[config.mk]
export PLATFORM = sky130hd
export DESIGN_NAME = utf8_text_validator_flat
export DESIGN_NICKNAME = d
export VERILOG_FILES = /design/src/utv_pkg.sv /design/src/utv_req_if.sv /design/src/utv_rsp_if.sv /design/src/utv_csr_if.sv /design/src/utv_in_reg.sv /design/src/utv_checker.sv /design/src/utv_text_validator_top.sv /design/src/flat_wrapper.sv
export SDC_FILE = /design/constraint.sdc
export NUM_CORES = 1
export LEC_CHECK = 0
export CAP_MARGIN = 10
export CORE_UTILIZATION = 65
export CTS_CLUSTER_DIAMETER = 100
export DETAILED_ROUTE_END_ITERATION = 8
export DONT_BUFFER_PORTS = 1
export PLACE_DENSITY = 0.81
export SYNTH_ARGS = -nofsm -noshare
export SYNTH_HDL_FRONTEND = slang
export SYNTH_SLANG_ARGS = --single-unit
[constraint.sdc]
create_clock -name clock -period 4.9 [get_ports clock]
set_input_delay 0.98 -clock clock [delete_from_list [all_inputs] [get_ports clock]]
set_output_delay 0.98 -clock clock [all_outputs]
set_load 0.05 [all_outputs]
[src/utv_pkg.sv]
`timescale 1ns / 1ps
// ----------------------------------------------------------------------------
// utv_pkg
// Types, constants and helpers shared by the UTF-8 text validator.
// ----------------------------------------------------------------------------
package utv_pkg;

   localparam int BYTE_W      = 8;
   localparam int MAX_LEN_W   = 13;
   localparam int COUNT_OUT_W = 13;
   localparam int CSR_IDX_W   = 1;
   localparam int CSR_DATA_W  = 13;

   localparam logic [MAX_LEN_W-1:0] MAX_LENGTH_RESET = 13'd4096;

   localparam logic [BYTE_W-1:0] ASCII_SPACE = 8'h20;
   localparam logic [BYTE_W-1:0] ASCII_DEL   = 8'h7f;
   localparam logic [BYTE_W-1:0] LEAD2_LO    = 8'hc2;
   localparam logic [BYTE_W-1:0] LEAD2_HI    = 8'hdf;
   localparam logic [BYTE_W-1:0] LEAD3_LO    = 8'he0;
   localparam logic [BYTE_W-1:0] LEAD3_HI    = 8'hef;
   localparam logic [BYTE_W-1:0] LEAD3_SURR  = 8'hed;
   localparam logic [BYTE_W-1:0] LEAD4_LO    = 8'hf0;
   localparam logic [BYTE_W-1:0] LEAD4_HI    = 8'hf4;
   localparam logic [BYTE_W-1:0] CONT_LO     = 8'h80;
   localparam logic [BYTE_W-1:0] CONT_HI     = 8'hbf;
   localparam logic [BYTE_W-1:0] CONT_A0     = 8'ha0;
   localparam logic [BYTE_W-1:0] CONT_9F     = 8'h9f;
   localparam logic [BYTE_W-1:0] CONT_90     = 8'h90;
   localparam logic [BYTE_W-1:0] CONT_8F     = 8'h8f;

   typedef enum logic [CSR_IDX_W-1:0] {
      CSR_MAX_LENGTH = 1'b0,
      CSR_IDENT_ONLY = 1'b1
   } csr_index_type;

   // range rule for the second byte of a sequence
   typedef enum logic [2:0] {
      LEAD_ANY = 3'd0,
      LEAD_C2  = 3'd1,
      LEAD_E0  = 3'd2,
      LEAD_ED  = 3'd3,
      LEAD_F0  = 3'd4,
      LEAD_F4  = 3'd5
   } lead_class_type;

   typedef struct packed {
      logic              valid;
      logic [BYTE_W-1:0] text_byte;
      logic              final_byte;
   } stage_type;

   function automatic logic is_ident_char(input logic [BYTE_W-1:0] b);
      is_ident_char = (b >= 8'h61 && b <= 8'h7a) || (b >= 8'h41 && b <= 8'h5a) ||
                      (b >= 8'h30 && b <= 8'h39) || b == 8'h5f || b == 8'h2d ||
                      b == 8'h2e;
   endfunction

endpackage

[src/utv_req_if.sv]
`timescale 1ns / 1ps
// ----------------------------------------------------------------------------
// utv_req_if
// Byte channel into the validator: one text byte and its last-byte mark.
// ----------------------------------------------------------------------------
interface utv_req_if;
   logic                      valid;
   logic                      ready;
   logic [utv_pkg::BYTE_W-1:0] text_byte;
   logic                      final_byte;

   modport source (output valid, output text_byte, output final_byte, input ready);
   modport sink   (input valid, input text_byte, input final_byte, output ready);
endinterface

[src/utv_rsp_if.sv]
`timescale 1ns / 1ps
// ----------------------------------------------------------------------------
// utv_rsp_if
// Verdict channel out of the validator: pass flag and byte count.
// ----------------------------------------------------------------------------
interface utv_rsp_if;
   logic                            valid;
   logic                            ready;
   logic                            text_ok;
   logic [utv_pkg::COUNT_OUT_W-1:0] byte_count;

   modport source (output valid, output text_ok, output byte_count, input ready);
   modport sink   (input valid, input text_ok, input byte_count, output ready);
endinterface

[src/utv_csr_if.sv]
`timescale 1ns / 1ps
// ----------------------------------------------------------------------------
// utv_csr_if
// Register write channel: register index and write data.
// ----------------------------------------------------------------------------
interface utv_csr_if;
   logic                           valid;
   logic                           ready;
   logic [utv_pkg::CSR_IDX_W-1:0]  index;
   logic [utv_pkg::CSR_DATA_W-1:0] data;

   modport source (output valid, output index, output data, input ready);
   modport sink   (input valid, input index, input data, output ready);
endinterface

[src/utv_in_reg.sv]
`timescale 1ns / 1ps
// ----------------------------------------------------------------------------
// utv_in_reg
// Input register: captures one byte item per cycle while the checker advances.
// ----------------------------------------------------------------------------
module utv_in_reg (
   input  logic               clock,
   input  logic               reset,
   utv_req_if.sink            req,
   input  logic               advance,
   output utv_pkg::stage_type stage
);

   utv_pkg::stage_type stage_ff;
   utv_pkg::stage_type stage_in;

   assign req.ready = advance;
   assign stage     = stage_ff;

   always_comb begin
      stage_in = stage_ff;
      if (advance) begin
         stage_in.valid = req.valid;
         if (req.valid) begin
            stage_in.text_byte  = req.text_byte;
            stage_in.final_byte = req.final_byte;
         end
      end
   end

   always_ff @(posedge clock) begin
      if (reset) begin
         stage_ff.valid <= 1'b0;
      end else begin
         stage_ff.valid <= stage_in.valid;
      end
      stage_ff.text_byte  <= stage_in.text_byte;
      stage_ff.final_byte <= stage_in.final_byte;
   end

endmodule

[src/utv_checker.sv]
`timescale 1ns / 1ps
// ----------------------------------------------------------------------------
// utv_checker
// Per-byte UTF-8 rules, per-text state and the verdict register.
// ----------------------------------------------------------------------------
module utv_checker #(
   parameter int LENGTH_LIMIT = 4096
) (
   input  logic                                clock,
   input  logic                                reset,
   input  utv_pkg::stage_type                  stage,
   input  logic [utv_pkg::MAX_LEN_W-1:0]       max_length,
   input  logic                                identifier_only,
   output logic                                advance,
   utv_rsp_if.source                           rsp
);

   localparam int CNT_W = $clog2(LENGTH_LIMIT + 2);
   localparam int CMP_W = (CNT_W > utv_pkg::MAX_LEN_W) ? CNT_W : utv_pkg::MAX_LEN_W;
   localparam logic [CNT_W-1:0] CNT_SAT = CNT_W'(LENGTH_LIMIT + 1);

   logic [1:0]                 pending_ff, pending_in;
   utv_pkg::lead_class_type    lead_ff, lead_in;
   logic                       second_ff, second_in;
   logic [CNT_W-1:0]           count_ff, count_in;
   logic                       failed_ff, failed_in;

   logic                               rsp_valid_ff, rsp_valid_in;
   logic                               rsp_ok_ff, rsp_ok_in;
   logic [utv_pkg::COUNT_OUT_W-1:0]    rsp_count_ff, rsp_count_in;

   logic                        process;
   logic [utv_pkg::BYTE_W-1:0]  b;
   logic [utv_pkg::BYTE_W-1:0]  lo;
   logic [utv_pkg::BYTE_W-1:0]  hi;
   logic [CNT_W-1:0]            count_next;
   logic [1:0]                  pending_next;
   logic                        fail_next;
   logic                        over_length;

   assign advance = !stage.valid || !stage.final_byte || !rsp_valid_ff || rsp.ready;
   assign process = stage.valid && advance;
   assign b       = stage.text_byte;

   assign rsp.valid      = rsp_valid_ff;
   assign rsp.text_ok    = rsp_ok_ff;
   assign rsp.byte_count = rsp_count_ff;

   always_comb begin
      lo = utv_pkg::CONT_LO;
      hi = utv_pkg::CONT_HI;
      if (second_ff) begin
         unique case (lead_ff)
            utv_pkg::LEAD_C2, utv_pkg::LEAD_E0: lo = utv_pkg::CONT_A0;
            utv_pkg::LEAD_ED:                   hi = utv_pkg::CONT_9F;
            utv_pkg::LEAD_F0:                   lo = utv_pkg::CONT_90;
            utv_pkg::LEAD_F4:                   hi = utv_pkg::CONT_8F;
            default:                            lo = utv_pkg::CONT_LO;
         endcase
      end
   end

   always_comb begin
      pending_in   = pending_ff;
      lead_in      = lead_ff;
      second_in    = second_ff;
      count_in     = count_ff;
      failed_in    = failed_ff;
      rsp_valid_in = rsp_valid_ff && !rsp.ready;
      rsp_ok_in    = rsp_ok_ff;
      rsp_count_in = rsp_count_ff;

      count_next   = (count_ff < CNT_SAT) ? count_ff + CNT_W'(1) : count_ff;
      pending_next = pending_ff;
      fail_next    = failed_ff || (identifier_only && !utv_pkg::is_ident_char(b));
      over_length  = 1'b0;

      if (process) begin
         lead_in   = lead_ff;
         second_in = second_ff;
         priority if (pending_ff != 2'd0) begin
            if (b < lo || b > hi) begin
               fail_next = 1'b1;
            end
            pending_next = pending_ff - 2'd1;
            second_in    = 1'b0;
            lead_in      = utv_pkg::LEAD_ANY;
         end else if (b <= utv_pkg::ASCII_DEL) begin
            if (b < utv_pkg::ASCII_SPACE || b == utv_pkg::ASCII_DEL) begin
               fail_next = 1'b1;
            end
         end else if (b >= utv_pkg::LEAD2_LO && b <= utv_pkg::LEAD2_HI) begin
            pending_next = 2'd1;
            second_in    = 1'b1;
            lead_in      = (b == utv_pkg::LEAD2_LO) ? utv_pkg::LEAD_C2 : utv_pkg::LEAD_ANY;
         end else if (b >= utv_pkg::LEAD3_LO && b <= utv_pkg::LEAD3_HI) begin
            pending_next = 2'd2;
            second_in    = 1'b1;
            lead_in      = (b == utv_pkg::LEAD3_LO)   ? utv_pkg::LEAD_E0 :
                           (b == utv_pkg::LEAD3_SURR) ? utv_pkg::LEAD_ED : utv_pkg::LEAD_ANY;
         end else if (b >= utv_pkg::LEAD4_LO && b <= utv_pkg::LEAD4_HI) begin
            pending_next = 2'd3;
            second_in    = 1'b1;
            lead_in      = (b == utv_pkg::LEAD4_LO) ? utv_pkg::LEAD_F0 :
                           (b == utv_pkg::LEAD4_HI) ? utv_pkg::LEAD_F4 : utv_pkg::LEAD_ANY;
         end else begin
            fail_next = 1'b1;
         end

         // count saturates just above the limit; the saturated value is also over length
         over_length = (CMP_W'(count_next) > CMP_W'(max_length)) || (count_next == CNT_SAT);

         if (stage.final_byte) begin
            rsp_valid_in = 1'b1;
            rsp_ok_in    = !(fail_next || pending_next != 2'd0 || over_length);
            rsp_count_in = utv_pkg::COUNT_OUT_W'(count_next);
            pending_in   = 2'd0;
            lead_in      = utv_pkg::LEAD_ANY;
            second_in    = 1'b0;
            count_in     = '0;
            failed_in    = 1'b0;
         end else begin
            pending_in = pending_next;
            count_in   = count_next;
            failed_in  = fail_next;
         end
      end
   end

   always_ff @(posedge clock) begin
      if (reset) begin
         pending_ff   <= 2'd0;
         lead_ff      <= utv_pkg::LEAD_ANY;
         second_ff    <= 1'b0;
         count_ff     <= '0;
         failed_ff    <= 1'b0;
         rsp_valid_ff <= 1'b0;
      end else begin
         pending_ff   <= pending_in;
         lead_ff      <= lead_in;
         second_ff    <= second_in;
         count_ff     <= count_in;
         failed_ff    <= failed_in;
         rsp_valid_ff <= rsp_valid_in;
      end
      rsp_ok_ff    <= rsp_ok_in;
      rsp_count_ff <= rsp_count_in;
   end

   // second-byte flag only while a sequence is open
   a_second_needs_pending: assert property (@(posedge clock) disable iff (reset)
      second_ff |-> pending_ff != 2'd0)
      else $error("second byte due with no sequence open");

   a_lead_needs_second: assert property (@(posedge clock) disable iff (reset)
      lead_ff != utv_pkg::LEAD_ANY |-> second_ff)
      else $error("lead class held past the second byte");

   // a final byte returns the text state to zero
   a_final_clears: assert property (@(posedge clock) disable iff (reset)
      process && stage.final_byte |=> count_ff == '0 && !failed_ff && pending_ff == 2'd0)
      else $error("text state not cleared after final byte");

   a_no_overwrite: assert property (@(posedge clock) disable iff (reset)
      rsp_valid_ff && !rsp.ready |-> !(process && stage.final_byte))
      else $error("verdict overwritten while waiting");

   a_count_bounded: assert property (@(posedge clock) disable iff (reset)
      count_ff <= CNT_SAT)
      else $error("byte count beyond saturation");

endmodule

[src/utv_text_validator_top.sv]
`timescale 1ns / 1ps
// ----------------------------------------------------------------------------
// utf8_text_validator
// Strict UTF-8 checker for byte-serial texts with length and identifier rules.
// ----------------------------------------------------------------------------
// verdict path: the edge that accepts the final byte puts it in the input reg,
// and the verdict reg then registers the verdict for it
// throughput: 1 byte per cycle while not stalled, set by the checker state update
// verdict-side backpressure stalls only when a final byte meets a full, untaken verdict reg
// reset clears text state, verdict valid, max_length to 4096 and identifier mode off
module utf8_text_validator #(
   parameter int LENGTH_LIMIT = 4096
) (
   input  logic      clock,
   input  logic      reset,
   utv_req_if.sink   req,
   utv_rsp_if.source rsp,
   utv_csr_if.sink   csr
);

   logic [utv_pkg::MAX_LEN_W-1:0] max_length_ff, max_length_in;
   logic                          ident_only_ff, ident_only_in;
   utv_pkg::stage_type            stage;
   logic                          advance;

   assign csr.ready = 1'b1;

   always_comb begin
      max_length_in = max_length_ff;
      ident_only_in = ident_only_ff;
      if (csr.valid) begin
         unique case (utv_pkg::csr_index_type'(csr.index))
            utv_pkg::CSR_MAX_LENGTH: max_length_in = csr.data[utv_pkg::MAX_LEN_W-1:0];
            utv_pkg::CSR_IDENT_ONLY: ident_only_in = csr.data[0];
            default:                 max_length_in = max_length_ff;
         endcase
      end
   end

   always_ff @(posedge clock) begin
      if (reset) begin
         max_length_ff <= utv_pkg::MAX_LENGTH_RESET;
         ident_only_ff <= 1'b0;
      end else begin
         max_length_ff <= max_length_in;
         ident_only_ff <= ident_only_in;
      end
   end

   utv_in_reg u_in_reg (
      .clock   (clock),
      .reset   (reset),
      .req     (req),
      .advance (advance),
      .stage   (stage)
   );

   utv_checker #(
      .LENGTH_LIMIT (LENGTH_LIMIT)
   ) u_checker (
      .clock           (clock),
      .reset           (reset),
      .stage           (stage),
      .max_length      (max_length_ff),
      .identifier_only (ident_only_ff),
      .advance         (advance),
      .rsp             (rsp)
   );

endmodule

[src/flat_wrapper.sv]
// flat-port wrapper written by rule: the top's interface ports become plain ports
module utf8_text_validator_flat 
#(
   parameter int LENGTH_LIMIT = 4096
)
  (clock, reset, req_valid, req_text_byte, req_final_byte, req_ready, rsp_valid, rsp_text_ok, rsp_byte_count, rsp_ready, csr_valid, csr_index, csr_data, csr_ready);
  utv_req_if req_i ();
  utv_rsp_if rsp_i ();
  utv_csr_if csr_i ();
  input  logic clock;
  input  logic reset;
  input wire logic [$bits(req_i.valid)-1:0] req_valid;
  input wire logic [$bits(req_i.text_byte)-1:0] req_text_byte;
  input wire logic [$bits(req_i.final_byte)-1:0] req_final_byte;
  output wire logic [$bits(req_i.ready)-1:0] req_ready;
  output wire logic [$bits(rsp_i.valid)-1:0] rsp_valid;
  output wire logic [$bits(rsp_i.text_ok)-1:0] rsp_text_ok;
  output wire logic [$bits(rsp_i.byte_count)-1:0] rsp_byte_count;
  input wire logic [$bits(rsp_i.ready)-1:0] rsp_ready;
  input wire logic [$bits(csr_i.valid)-1:0] csr_valid;
  input wire logic [$bits(csr_i.index)-1:0] csr_index;
  input wire logic [$bits(csr_i.data)-1:0] csr_data;
  output wire logic [$bits(csr_i.ready)-1:0] csr_ready;
  assign req_i.valid = req_valid;
  assign req_i.text_byte = req_text_byte;
  assign req_i.final_byte = req_final_byte;
  assign req_ready = req_i.ready;
  assign rsp_valid = rsp_i.valid;
  assign rsp_text_ok = rsp_i.text_ok;
  assign rsp_byte_count = rsp_i.byte_count;
  assign rsp_i.ready = rsp_ready;
  assign csr_i.valid = csr_valid;
  assign csr_i.index = csr_index;
  assign csr_i.data = csr_data;
  assign csr_ready = csr_i.ready;
  utf8_text_validator #(.LENGTH_LIMIT(LENGTH_LIMIT)) u_core (.clock(clock), .reset(reset), .req(req_i), .rsp(rsp_i), .csr(csr_i));
endmodule
* Word-level counts from Yosys, hierarchy flattened
Index checks and enable logic that the tools add are counted.
Storage, ports and cells: register bits 59
Cells by class: add/sub/neg operators 2, reduce and logical (&&, ||, !) cells 38, magnitude comparators 18, equal/unequal tests 16, bitwise operators 1, mux-type cells 41
Operators by type and width (number):
- $eq A8 B8 Y1 const B | 5
- $mux W13 | 2
- $ge A8 B8 Y1 const B | 3
- $le A8 B7 Y1 const B | 3
- $le A8 B8 Y1 const B | 3
- $mux W3 | 8
- $pmux W6 S2 | 2
- $mux W1 | 18
- $mux W2 | 9
- $eq A8 B6 Y1 const B | 2
- $eq A8 B7 Y1 const B | 2
- $ge A8 B7 Y1 const B | 2
- $logic_or A1 B1 Y1 | 14
- $add A13 B1 Y13 const B | 1
- $eq A13 B13 Y1 const B | 1
- $gt A13 B13 Y1 | 1
- $lt A13 B13 Y1 const B | 1
- $mux W6 | 2
- $logic_and A1 B1 Y1 | 9
- $ge A8 B6 Y1 const B | 1
- $gt A8 B8 Y1 | 1
- $le A8 B6 Y1 const B | 1
- $lt A8 B6 Y1 const B | 1
- $lt A8 B8 Y1 | 1
- 12 further kinds | 23

* Depth between registers and ports, before layout
Gate-level depths: netlist of run 1.
word-level depth 19, depth in mapped cells 13, depth with buffers taken out 12

* Modules after synthesis
From an unflattened synthesis of run 1, not the netlist that was laid out.
Unflattened totals: cells, all modules 359, area, all modules 3447.1 µm²
Modules (own cells, without submodules):
- utv_checker | area each 2427.3 µm², cells an instance 281, times used 1, sequential area each 840.8 µm²
- utf8_text_validator | area each 700.7 µm², cells an instance 64, times used 1, sequential area each 280.3 µm²
- utv_in_reg | area each 319.1 µm², cells an instance 14, times used 1, sequential area each 290.3 µm²

* Least setup slack after synthesis of run 1
No wires, ideal clock.
kind register -> register, start point reg u_core.u_checker.count_ff[3], end point reg u_core.u_checker.rsp_ok_ff (netlist: u_core.u_checker.rsp.text_ok) (data pin), data required time 4731 ps, clock period less this slack 2945 ps, slack 1955 ps, buffers on the path 1, library setup time 169 ps, cell stages (with the launch flop) 13, arrival time 2776 ps, cell sequence dfxtp_1 -> buf_6 -> or4_4 -> o41ai_4 -> a21oi_2 -> a31oi_2 -> ha_1 -> o21ai_0 -> a21oi_1 -> o31ai_1 -> a221o_1 -> a21oi_1 -> nor4b_2
Between the ends: cells in the longest elaborated chain, start to end 6, elaborated cells on any way between the ends 8, those cells by class 1 x add/sub; 2 x order compare; 1 x eq/ne; 1 x mux; 3 x reduce/logical
RTL lines:
- start, declared | line utv_checker.sv:25 | logic [CNT_W-1:0] count_ff, count_in;
- start signal, assigned | line utv_checker.sv:142 | count_ff <= count_in;
- $lt A13 B13 Y1 * | line utv_checker.sv:73 | count_next = (count_ff < CNT_SAT) ? count_ff + CNT_W'(1) : count_ff;
- $mux W13 * | line utv_checker.sv:73
- named net u_core.u_checker.count_next[2] | line utv_checker.sv:36 | logic [CNT_W-1:0] count_next;
- $gt A13 B13 Y1 or $eq A13 B13 Y1 (tied branches) | line utv_checker.sv:111 | over_length = (CMP_W'(count_next) > CMP_W'(max_length)) || (count_next == CNT_SAT);
- $logic_or A1 B1 Y1 * | line utv_checker.sv:111
- $logic_or A1 B1 Y1 * | line utv_checker.sv:115 | rsp_ok_in = !(fail_next || pending_next != 2'd0 || over_length);
- $logic_not A1 Y1 * | line utv_checker.sv:115
- end signal, assigned | line utv_checker.sv:146 | rsp_ok_ff <= rsp_ok_in;
- end, declared | line utv_checker.sv:29 | logic rsp_ok_ff, rsp_ok_in;
Mark *: on every way through the listed nets, which the timed path passes. The rest lies on a longest branch. A chain may end at the register's enable or synchronous reset.

* Final worst setup path of run 1
start point reg u_core.u_checker.count_ff[1], end point reg u_core.u_checker.rsp_ok_ff (netlist: u_core.u_checker.rsp.text_ok) (data pin)
Between the ends: cells in the longest elaborated chain, start to end 6, elaborated cells on any way between the ends 8, those cells by class 1 x add/sub; 2 x order compare; 1 x eq/ne; 1 x mux; 3 x reduce/logical
RTL lines (line):
- $add A13 B1 Y13 or $lt A13 B13 Y1 (tied branches) | utv_checker.sv:73
- $mux W13 * | utv_checker.sv:73
- named net u_core.u_checker.count_next[2] | utv_checker.sv:36
- $gt A13 B13 Y1 or $eq A13 B13 Y1 (tied branches) | utv_checker.sv:111
- $logic_or A1 B1 Y1 * | utv_checker.sv:111
- $logic_or A1 B1 Y1 * | utv_checker.sv:115
- $logic_not A1 Y1 * | utv_checker.sv:115
Marked as above.

==> results_dict.tcl, run 1 <==
set metrics [dict create \
    status "finished, final reports clean" \
    leakagePower_nw 1.241 \
    cp-end-kind "flop" \
    clock_path_buffers 2 \
    clock_skew_ns 0.005696 \
    core_area_mm2 0.004755 \
    grt_pass1_wl_um 10980 \
    min_period_ns 3.282 \
    ys_top_cells_by_area "dfxtp_1 (22%), edfxtp_1 (21%), ha_1 (6.6%)" \
    multiInputGateArea_mm2 0.001634 \
    dp_hpwl_um 4743 \
    holdBufCountCts 0 \
    place.gp.congestion 0.9280 \
    use_met2_pct 44.24 \
    post_cts_buffers 0 \
    final_hold_viol_count 0 \
    rsz0062_at_grt "false" \
    regArea_mm2 0.001411 \
    synth_top_area_share_pct 22.33 \
    critPathLaunchType "flop" \
    pin_count 45 \
    dp.cells 408 \
    htree_num_levels 3 \
    switching_share_pct 23.60 \
    pwr-share-clk_pct 43.3 \
    whs_ns 0.4472 \
    fin_cells 425 \
    synth.distinct_cells 53 \
    ys_ff_latch 59 \
    most-common-layout-cells "nand2_1 (47), a21oi_1 (39), dfxtp_1 (36)" \
    cts_tree "built" \
    synthXorXnorAreaFrac_pct 2.984 \
    ys_async_sr_fraction_pct 0 \
    cts_sinks 59 \
    die_area_mm2 0.005252 \
    synth_nets 410 \
    drcViolationCount 0 \
    met3_usage_pct 6.528 \
    synthMuxAreaShare_pct 0.3101 \
    powerDensity_mw_per_mm2 318.1 \
    drv_cap 0 \
    wl_um 6869 \
    synth_edf_count 23 \
    synth_largest_area_cell "dfxtp_1" \
    nNetsFinal 398 \
    ant_nets 0 \
    cp.required_ns 5.07 \
    setup_viol 0 \
    top_usage_layer "met2" \
    tightestPinTransition_ns 0.8657 \
    power.total_mw 1.089 \
    synth_warnings 0 \
    maxSlewViolCount 0 \
    placed_area_mm2 0.003204 \
    p_int_mw 0.8321 \
    fillCellCount 375 \
    post_drt_wl_per_cell_um 16.16 \
    post-place-ws_ns 1.692 \
    synth-seq-area-share_pct 43.72 \
    fmax_mhz 304.7 \
    design_area_mm2 0.003423 \
    final_common_cell "nand2_1" \
    maxSlewHeadroom_pct 42.02 \
    synth_adder_area_share_pct 6.589 \
    finalWorstSetupSlack_ns 1.618 \
    grt_overflow 0 \
    die_y_um 72.47 \
    utilization_pct 72.00 \
    synth_top_family_by_area "simple AND/OR/NAND/NOR gates" \
    drive_gt1_share_pct 5.866 \
    cts_buffers 9 \
    synth-simple-area-share_pct 22.44 \
    critPathMaxFanout 9 \
    clock-root-buffer "clkbuf_8" \
    areaGrowthSynthToFinish_pct 6.046 \
    ctsResizeCount 0 \
    syn_area_per_cell_um2 8.844 \
    first_global_vias 2385 \
    combPwrFrac_pct 5.7 \
    drtIter0Drc 294 \
    grt_use_total_pct 27.59 \
    fp-row-count 25 \
    synth_area_mm2 0.003228 \
    grt_max_degree 37 \
    arrival_ns 3.45 \
    die_w_um 72.47 \
    p_sw_mw 0.2570 \
    start_util_pct 67.89 \
    worstSkewPairLatency_ns 0.33 \
    ys_dominant_reg_cell "dfxtp_1" \
    hold_class "flop to flop" \
    critPathKind "flop to flop" \
    power_frac_seq_pct 51.0 \
    n_antenna_cell 0 \
    vias 2628 \
    port_buffers 0 \
    via_per_inst 6.184 \
    fin_tns_setup_ns 0 \
    antenna_found_initial 0 \
    drtPass1Iterations 5 \
    synth_cells 365 \
    synth-compound-area-share_pct 18.18 \
    grtUsageMet1_pct 36.86 \
    clk_pin_slew_ns 0.07 \
    ir_drop_mv 0.2253 \
    fin_crit_sh_pct 66.98 \
]
-- power by group through the flow --
| stage | Clock [mW] | Combinational, mW | Sequential (mW) |
|---|---|---|---|
| final | 0.471 | 0.0619 | 0.556 |
| after detailed placement | 0 | 0.0600 | 0.566 |
| after floorplan | 0 | 0.0608 | 0.555 |
| after CTS | 0.476 | 0.0610 | 0.556 |
| after global routing | 0.493 | 0.0697 | 0.558 |
| after global placement | 0 | 0.0588 | 0.566 |
-- critical path: stages (launching register included) --
cell and delay (ns):
dfxtp_1 0.38, or4_4 0.57, o41ai_4 0.52, a21oi_2 0.12
a31oi_2 0.28, ha_1 0.30, o21ai_0 0.15, a21oi_1 0.06
o31ai_1 0.20, a221o_1 0.18, a21oi_1 0.08, nor4b_2 0.27
-- sequential cells by signal, indices dropped and copies added, names as in the netlist --
signal,cells
u_core.u_checker.rsp.byte_count,13
u_core.ident_only_ff,1
u_core.u_checker.rsp.text_ok,1
u_core.u_checker.failed_ff,1
u_core.max_length_ff,13
u_core.u_checker.count_ff,13
u_core.u_checker.lead_ff,3
u_core.u_checker.rsp.valid,1
u_core.u_in_reg.stage,10
u_core.u_checker.second_ff,1
u_core.u_checker.pending_ff,2
-- area by class of cell --
type                            instances  share of cell area, %
Multi-Input combinational cell        262                  47.73
Clock buffer                           10                  3.728
Timing Repair Buffer                    1                 0.3289
Sequential cell                        59                  41.23
Clock inverter                          6                  2.339
Tap cell                               67                  2.449
Inverter                               20                  2.193
-- synth_stat cells, types with 4 or more instances --
cell type and number:
a21oi_1 39, a22oi_1 5, a31oi_1 4, a32oi_1 4, and3_1 4, buf_2 5
clkbuf_1 17, dfxtp_1 36, edfxtp_1 23, ha_1 17, inv_1 20, nand2_1 47
nand2b_1 7, nand3_1 7, nand4_1 6, nor2_1 29, nor2b_1 6, nor3_1 7
nor3b_1 4, o21ai_0 16, or3_1 6, xnor2_1 10
-- path summary, 6_finish.rpt --
kind,start,end,slack (ns),cells after the start
worst max-delay path,u_core.u_checker.count_ff[1],u_core.u_checker.rsp.text_ok,1.62,11
worst min-delay path,u_core.max_length_ff[10],u_core.max_length_ff[10],0.45,2
worst max register to register,u_core.u_checker.count_ff[1],u_core.u_checker.rsp.text_ok,1.62,11
worst min register to register,u_core.max_length_ff[10],u_core.max_length_ff[10],0.45,2
-- kinds of logic (layout without fill, tap and decap cells) --
| logic type | count (synthesis) | after routing |
|---|---|---|
| AO/OA/AOI/OAI | 91 | 91 |
| flip-flops | 59 | 59 |
| multiplexers | 1 | 1 |
| AND/OR/NAND/NOR | 141 | 141 |
| XOR/XNOR | 11 | 11 |
| adder cells (fa/ha/maj) | 17 | 17 |
| buffers and inverters | 44 | 37 |
| other | 1 | 1 |
-- metal layers --
metal | part of all wire [%] | wire length, µm
met1 | 44 | 3021
met2 | 48 | 3290
met3 | 6.8 | 467
met4 | 1.3 | 89
met5 | 0 | 0
No activity file was read; power rests on OpenSTA's default activity.
==> inputs of run 2 (changes only) <==
- CORE_UTILIZATION: 65 -> 63
- PLACE_DENSITY: 0.81 -> 0.79
- clock period: 4.9 -> 3.05 ns (I/O delays scaled with it)
==> run 2 against run 1 <==
  * Wire length increased by 7.8%
  * Sequential share of layout area decreased by 1.7 points
  * First-iteration DRC count increased by 34%
  * Clock-buffer cell count decreased by 1
  * Critical path depth increased by 1
  * Critical endpoint unchanged
  * Combinational power increased by 95%
  * Utilization increased by 2.3 points
  * Highest routed layer unchanged
  * Clock skew increased by 0.0015 ns
  * Via count increased by 2.9%
  * Cell area increased by 4.5%
  * Sequential power increased by 60%
==> results_dict.tcl, run 2 (synthesis gave the netlist of run 1 again) <==
set metrics [dict create \
    rsz0062_at_grt "true" \
    drv_cap 0 \
    fin_cells 443 \
    met3_length_um 608 \
    design_area_mm2 0.003577 \
    r2r_start "u_core.u_checker.count_ff[8]" \
    regArea_mm2 0.001413 \
    clock-root-buffer "clkbuf_8" \
    placed_area_mm2 0.003332 \
    leakagePower_nw 1.332 \
    post-place-ws_ns 0.1063 \
    utilization_pct 74.26 \
    status "finished, final reports clean" \
    cp-end-kind "flop" \
    grt_pass1_wl_um 11810 \
    drtPass1Iterations 6 \
    vias 2703 \
    die_w_um 73.58 \
    antenna_found_initial 0 \
    n_antenna_cell 0 \
    ant_nets 0 \
    final_common_cell "nand2_1" \
    clock_path_buffers 2 \
    wl_met1_um 3278 \
    power.total_mw 1.709 \
    cp.required_ns 3.14 \
    worstSkewPairLatency_ns 0.35 \
    clock_skew_ns 0.007204 \
    finalWorstSetupSlack_ns 0.1009 \
    crit_path_start "u_core.u_checker.count_ff[8]" \
    core_area_mm2 0.004817 \
    pwr-share-clk_pct 40.9 \
    powerDensity_mw_per_mm2 477.6 \
    critPathLaunchType "flop" \
    grt_max_degree 37 \
    critPathMaxFanout 3 \
    route.met2.wl_um 3369 \
    highest_layer "met4" \
    ir_drop_mv 0.5315 \
    dp_hpwl_um 5038 \
    tightestPinTransition_ns 0.9715 \
    grt_overflow 0 \
    clk_pin_slew_ns 0.07 \
    pin_count 45 \
    final_hold_viol_count 0 \
    arrival_ns 3.04 \
    p_sw_mw 0.4415 \
    drtIter0Drc 393 \
    post_drt_wl_per_cell_um 16.71 \
    fmax_mhz 339.1 \
    cts_tree "built" \
    most-common-layout-cells "nand2_1 (47), a21oi_1 (36), dfxtp_1 (35)" \
    p_int_mw 1.267 \
    setup_viol 0 \
    via_per_inst 6.102 \
    port_buffers 0 \
    switching_share_pct 25.84 \
    fp-row-count 25 \
    first_global_vias 2401 \
    min_period_ns 2.949 \
    hold_start "reset" \
    nNetsFinal 416 \
    critPathKind "flop to flop" \
    grt_use_total_pct 29.47 \
    cts_sinks 59 \
    maxSlewViolCount 0 \
    areaGrowthSynthToFinish_pct 10.81 \
    drcViolationCount 0 \
    fillCellCount 362 \
    maxSlewHeadroom_pct 34.93 \
    dp.cells 425 \
    hold_class "primary input to flop" \
    drive_gt1_share_pct 13.03 \
    die_y_um 73.58 \
    combPwrFrac_pct 7.1 \
    multiInputGateArea_mm2 0.001670 \
    die_area_mm2 0.005414 \
    power_frac_seq_pct 52.0 \
    wl_um 7402 \
    fin_crit_sh_pct 96.69 \
    start_util_pct 67.01 \
    cts_buffers 9 \
    place.gp.congestion 0.8962 \
    htree_num_levels 3 \
]
-- run 2: area by class of cell --
type                    count  area share (%)
well taps                  67           2.343
clock inverters             7           1.924
inverters                  20           2.099
flip-flops and latches     59           39.49
clock buffers               9           3.463
multi-input cells         262           46.69
repair buffers             19           3.987
-- run 2: through the flow --
step | hold slack [ns] | TNS, ns
after floorplan | 0.4363 | 0
after global placement | 0.4368 | 0
after detailed placement | 0.4400 | 0
after CTS | 0.3163 | 0
after global routing | 0.3062 | -0.03403
final | 0.3219 | 0
-- run 2: worst max-delay path: stages, from the launching register on --
cell      delay, ns
dfxtp_2        0.32
or4_4          0.55
o41ai_4        0.43
nor2_1         0.11
a21oi_2        0.16
inv_1          0.06
ha_1           0.17
nand2b_4       0.13
a21oi_2        0.14
o31ai_1        0.07
a221o_1        0.33
a21oi_2        0.15
nor4b_2        0.06
-- run 2: repair_timing --
action                     CTS  global route
setup endpoints to repair    0             1
gates resized for setup      0             9
hold buffers                 0             0
buffers inserted             0             2
-- run 2: per-layer routing --
layer	vias up	GRT usage [%]
li1	1321	-
met1	1242	41.12
met2	123	43.32
met3	17	8.916
met4	0	10.26
met5	-	0
-- run 2: power groups by stage --
| stage | Sequential (mW) | Clock (mW) | Combinational [mW] |
|---|---|---|---|
| 6_report | 0.888 | 0.699 | 0.121 |
| 5_1_grt | 0.892 | 0.734 | 0.134 |
| 4_1_cts | 0.888 | 0.701 | 0.113 |
| 3_5_place_dp | 0.905 | 0 | 0.111 |
| 2_1_floorplan | 0.892 | 0 | 0.0977 |
| 3_3_place_gp | 0.904 | 0 | 0.108 |
-- run 2: path summary, 6_finish.rpt --
check / slack (ns) / cells past startpoint / end
worst max-delay path: 0.10 / 12 / u_core.u_checker.rsp.text_ok
worst min-delay path: 0.32 / 1 / u_core.max_length_ff[5]
worst max register to register: 0.10 / 12 / u_core.u_checker.rsp.text_ok
worst min register to register: 0.45 / 2 / u_core.max_length_ff[11]
==> inputs of run 3 (changes only) <==
- ABC_AREA: default -> 1
- CTS_BUF_LIST: default -> sky130_fd_sc_hd__clkbuf_16
==> run 3 against run 2 <==
  * Power is 14% higher
  * Final cell count is 23% higher
  * Utilization is 2.4 points lower
  * First-iteration DRC count is 31% lower
  * Register-to-register slack better by 0.22 ns
  * Clock-buffer cell count stayed put
  * Critical endpoint unchanged
==> results_dict.tcl, run 3 <==
set metrics [dict create \
    clock-root-buffer "clkbuf_16" \
    grtUsageMet1_pct 33.58 \
    powerDensity_mw_per_mm2 528.5 \
    synth_area_mm2 0.003397 \
    met3_usage_pct 8.598 \
    final_hold_viol_count 0 \
    cts_sinks 59 \
    post_cts_buffers 0 \
    drive_gt1_share_pct 6.723 \
    grt_use_total_pct 29.82 \
    tightestPinTransition_ns 1.078 \
    power_frac_seq_pct 45.4 \
    ant_nets 0 \
    worstSkewPairLatency_ns 0.32 \
    finalWorstSetupSlack_ns 0.3201 \
    ys_top_cells_by_area "dfxtp_1 (21%), edfxtp_1 (20%), nand2_1 (16%)" \
    nNetsFinal 516 \
    fmax_mhz 366.3 \
    synth_warnings 0 \
    via_per_inst 5.634 \
    first_global_vias 2851 \
    drtPass1Iterations 5 \
    die_w_um 75.43 \
    vias 3076 \
    clock_skew_ns 0.005857 \
    port_buffers 0 \
    min_period_ns 2.730 \
    post-place-ws_ns 0.2858 \
    cts_tree "built" \
    cp.required_ns 3.13 \
    maxSlewHeadroom_pct 27.90 \
    grt_overflow 0 \
    combPwrFrac_pct 6.6 \
    hold_class "primary input to flop" \
    arrival_ns 2.81 \
    leakagePower_nw 1.716 \
    ir_drop_mv 0.3826 \
    setup_viol 0 \
    cp-end-kind "flop" \
    place.gp.congestion 0.8984 \
    areaGrowthSynthToFinish_pct 8.692 \
    ys_ff_latch 59 \
    ys_dominant_reg_cell "dfxtp_1" \
    rsz0062_at_grt "false" \
    synth.distinct_cells 37 \
    synth_most_common_cell "nand2_1" \
    critPathMaxFanout 9 \
    synth_nets 517 \
    clk_pin_slew_ns 0.05 \
    maxSlewViolCount 0 \
    holdBufCountCts 0 \
    synth_largest_area_cell "dfxtp_1" \
    syn_area_per_cell_um2 7.197 \
    status "finished, final reports clean" \
    die_y_um 75.43 \
    p_sw_mw 0.4458 \
    fin_tns_setup_ns 0 \
    ys_async_sr_fraction_pct 0 \
    synth_common_cells "nand2_1 (141), inv_1 (60), a21oi_1 (44)" \
    wl_um 7544 \
    critPathKind "flop to flop" \
    drcViolationCount 0 \
    n_antenna_cell 0 \
    final_common_cell "nand2_1" \
    post_drt_wl_per_cell_um 13.82 \
    fin_crit_sh_pct 89.50 \
    dp_hpwl_um 5544 \
    top_usage_layer "met2" \
    pin_count 45 \
    grt_max_degree 24 \
    htree_num_levels 3 \
    antenna_found_initial 0 \
    ctsResizeCount 0 \
    pwr-share-clk_pct 48.0 \
    most-common-layout-cells "nand2_1 (141), inv_1 (63), a21oi_1 (44)" \
    die_area_mm2 0.005690 \
    drtIter0Drc 271 \
    clock_path_buffers 2 \
    core_area_mm2 0.005140 \
    synth_top_area_share_pct 21.22 \
    p_int_mw 1.506 \
    synth-seq-area-share_pct 41.55 \
    synth_cells 472 \
    critPathLaunchType "flop" \
    use_met2_pct 53.37 \
    drv_cap 0 \
    grt_pass1_wl_um 12490 \
    synth_edf_count 23 \
    cts_buffers 9 \
    switching_share_pct 22.85 \
    start_util_pct 66.09 \
    fp-row-count 26 \
]
run 3: metrics by stage:
stage / utilization (%) / cells / hold slack [ns] / total power, mW / instance area [µm²]
4_1_cts: 71.79 / 546 / 0.3448 / 1.964 / 3690
3_5_place_dp: 66.33 / 530 / 0.4544 / 1.026 / 3410
6_report: 71.84 / 546 / 0.3534 / 1.951 / 3692
3_3_place_gp: 66.33 / 530 / 0.4475 / 1.021 / 3410
2_1_floorplan: - / 472 / 0.4347 / 1.001 / 3397
5_1_grt: 71.84 / 546 / 0.3385 / 2.028 / 3692
run 3: cells by family after synthesis:
group	Yosys count	share of synthesized area, %
AO/OA/AOI/OAI	75	11.68
XOR/XNOR	3	0.7736
adder cells (fa/ha/maj)	17	6.261
buffers and inverters	78	9.613
flip-flops	59	41.55
other	1	0.1104
AND/OR/NAND/NOR	239	30.02
run 3: power by group through the flow:
stage / Combinational (mW) / Sequential [mW] / Clock [mW]
6_report: 0.128 / 0.887 / 0.937
5_1_grt: 0.146 / 0.890 / 0.992
4_1_cts: 0.127 / 0.886 / 0.950
3_5_place_dp: 0.125 / 0.901 / 0
3_3_place_gp: 0.121 / 0.900 / 0
2_1_floorplan: 0.106 / 0.895 / 0
run 3: final cells by class:
class	instances	area, µm²
inverters	65	244.0
flip-flops and latches	59	1411
well taps	70	87.58
multi-input cells	335	1662
fillers	428	1448
clock buffers	9	225.2
clock inverters	7	55.05
repair buffers	1	7.507
run 3: final timing paths:
path	from	cells past startpoint	slack (ns)	end
max	u_core.u_checker.count_ff[0]	15	0.32	u_core.u_checker.rsp.text_ok
min	reset	1	0.35	u_core.u_checker.lead_ff[1]
max reg2reg	u_core.u_checker.count_ff[0]	15	0.32	u_core.u_checker.rsp.text_ok
min reg2reg	u_core.max_length_ff[2]	2	0.46	u_core.max_length_ff[2]
run 3: worst max-delay path, cell delays in order (launching register included):
cell and delay, ns:
dfxtp_1 0.51, ha_2 0.32, nand3_1 0.12, inv_1 0.12, nand3_1 0.07, nand2_1 0.07
nand2_1 0.05, nand2_1 0.08, inv_1 0.07, ha_1 0.32, nand2_1 0.08, nor4_1 0.22
o21ai_0 0.14, a21oi_1 0.15, o21bai_1 0.11, nor2_1 0.05
run 3: routing by layer:
layer	share of wire, %	up-vias	wire length (µm)
li1	-	1534	-
met1	40	1410	3038
met2	51	111	3837
met3	6.0	21	451
met4	2.9	0	216
met5	0	-	0
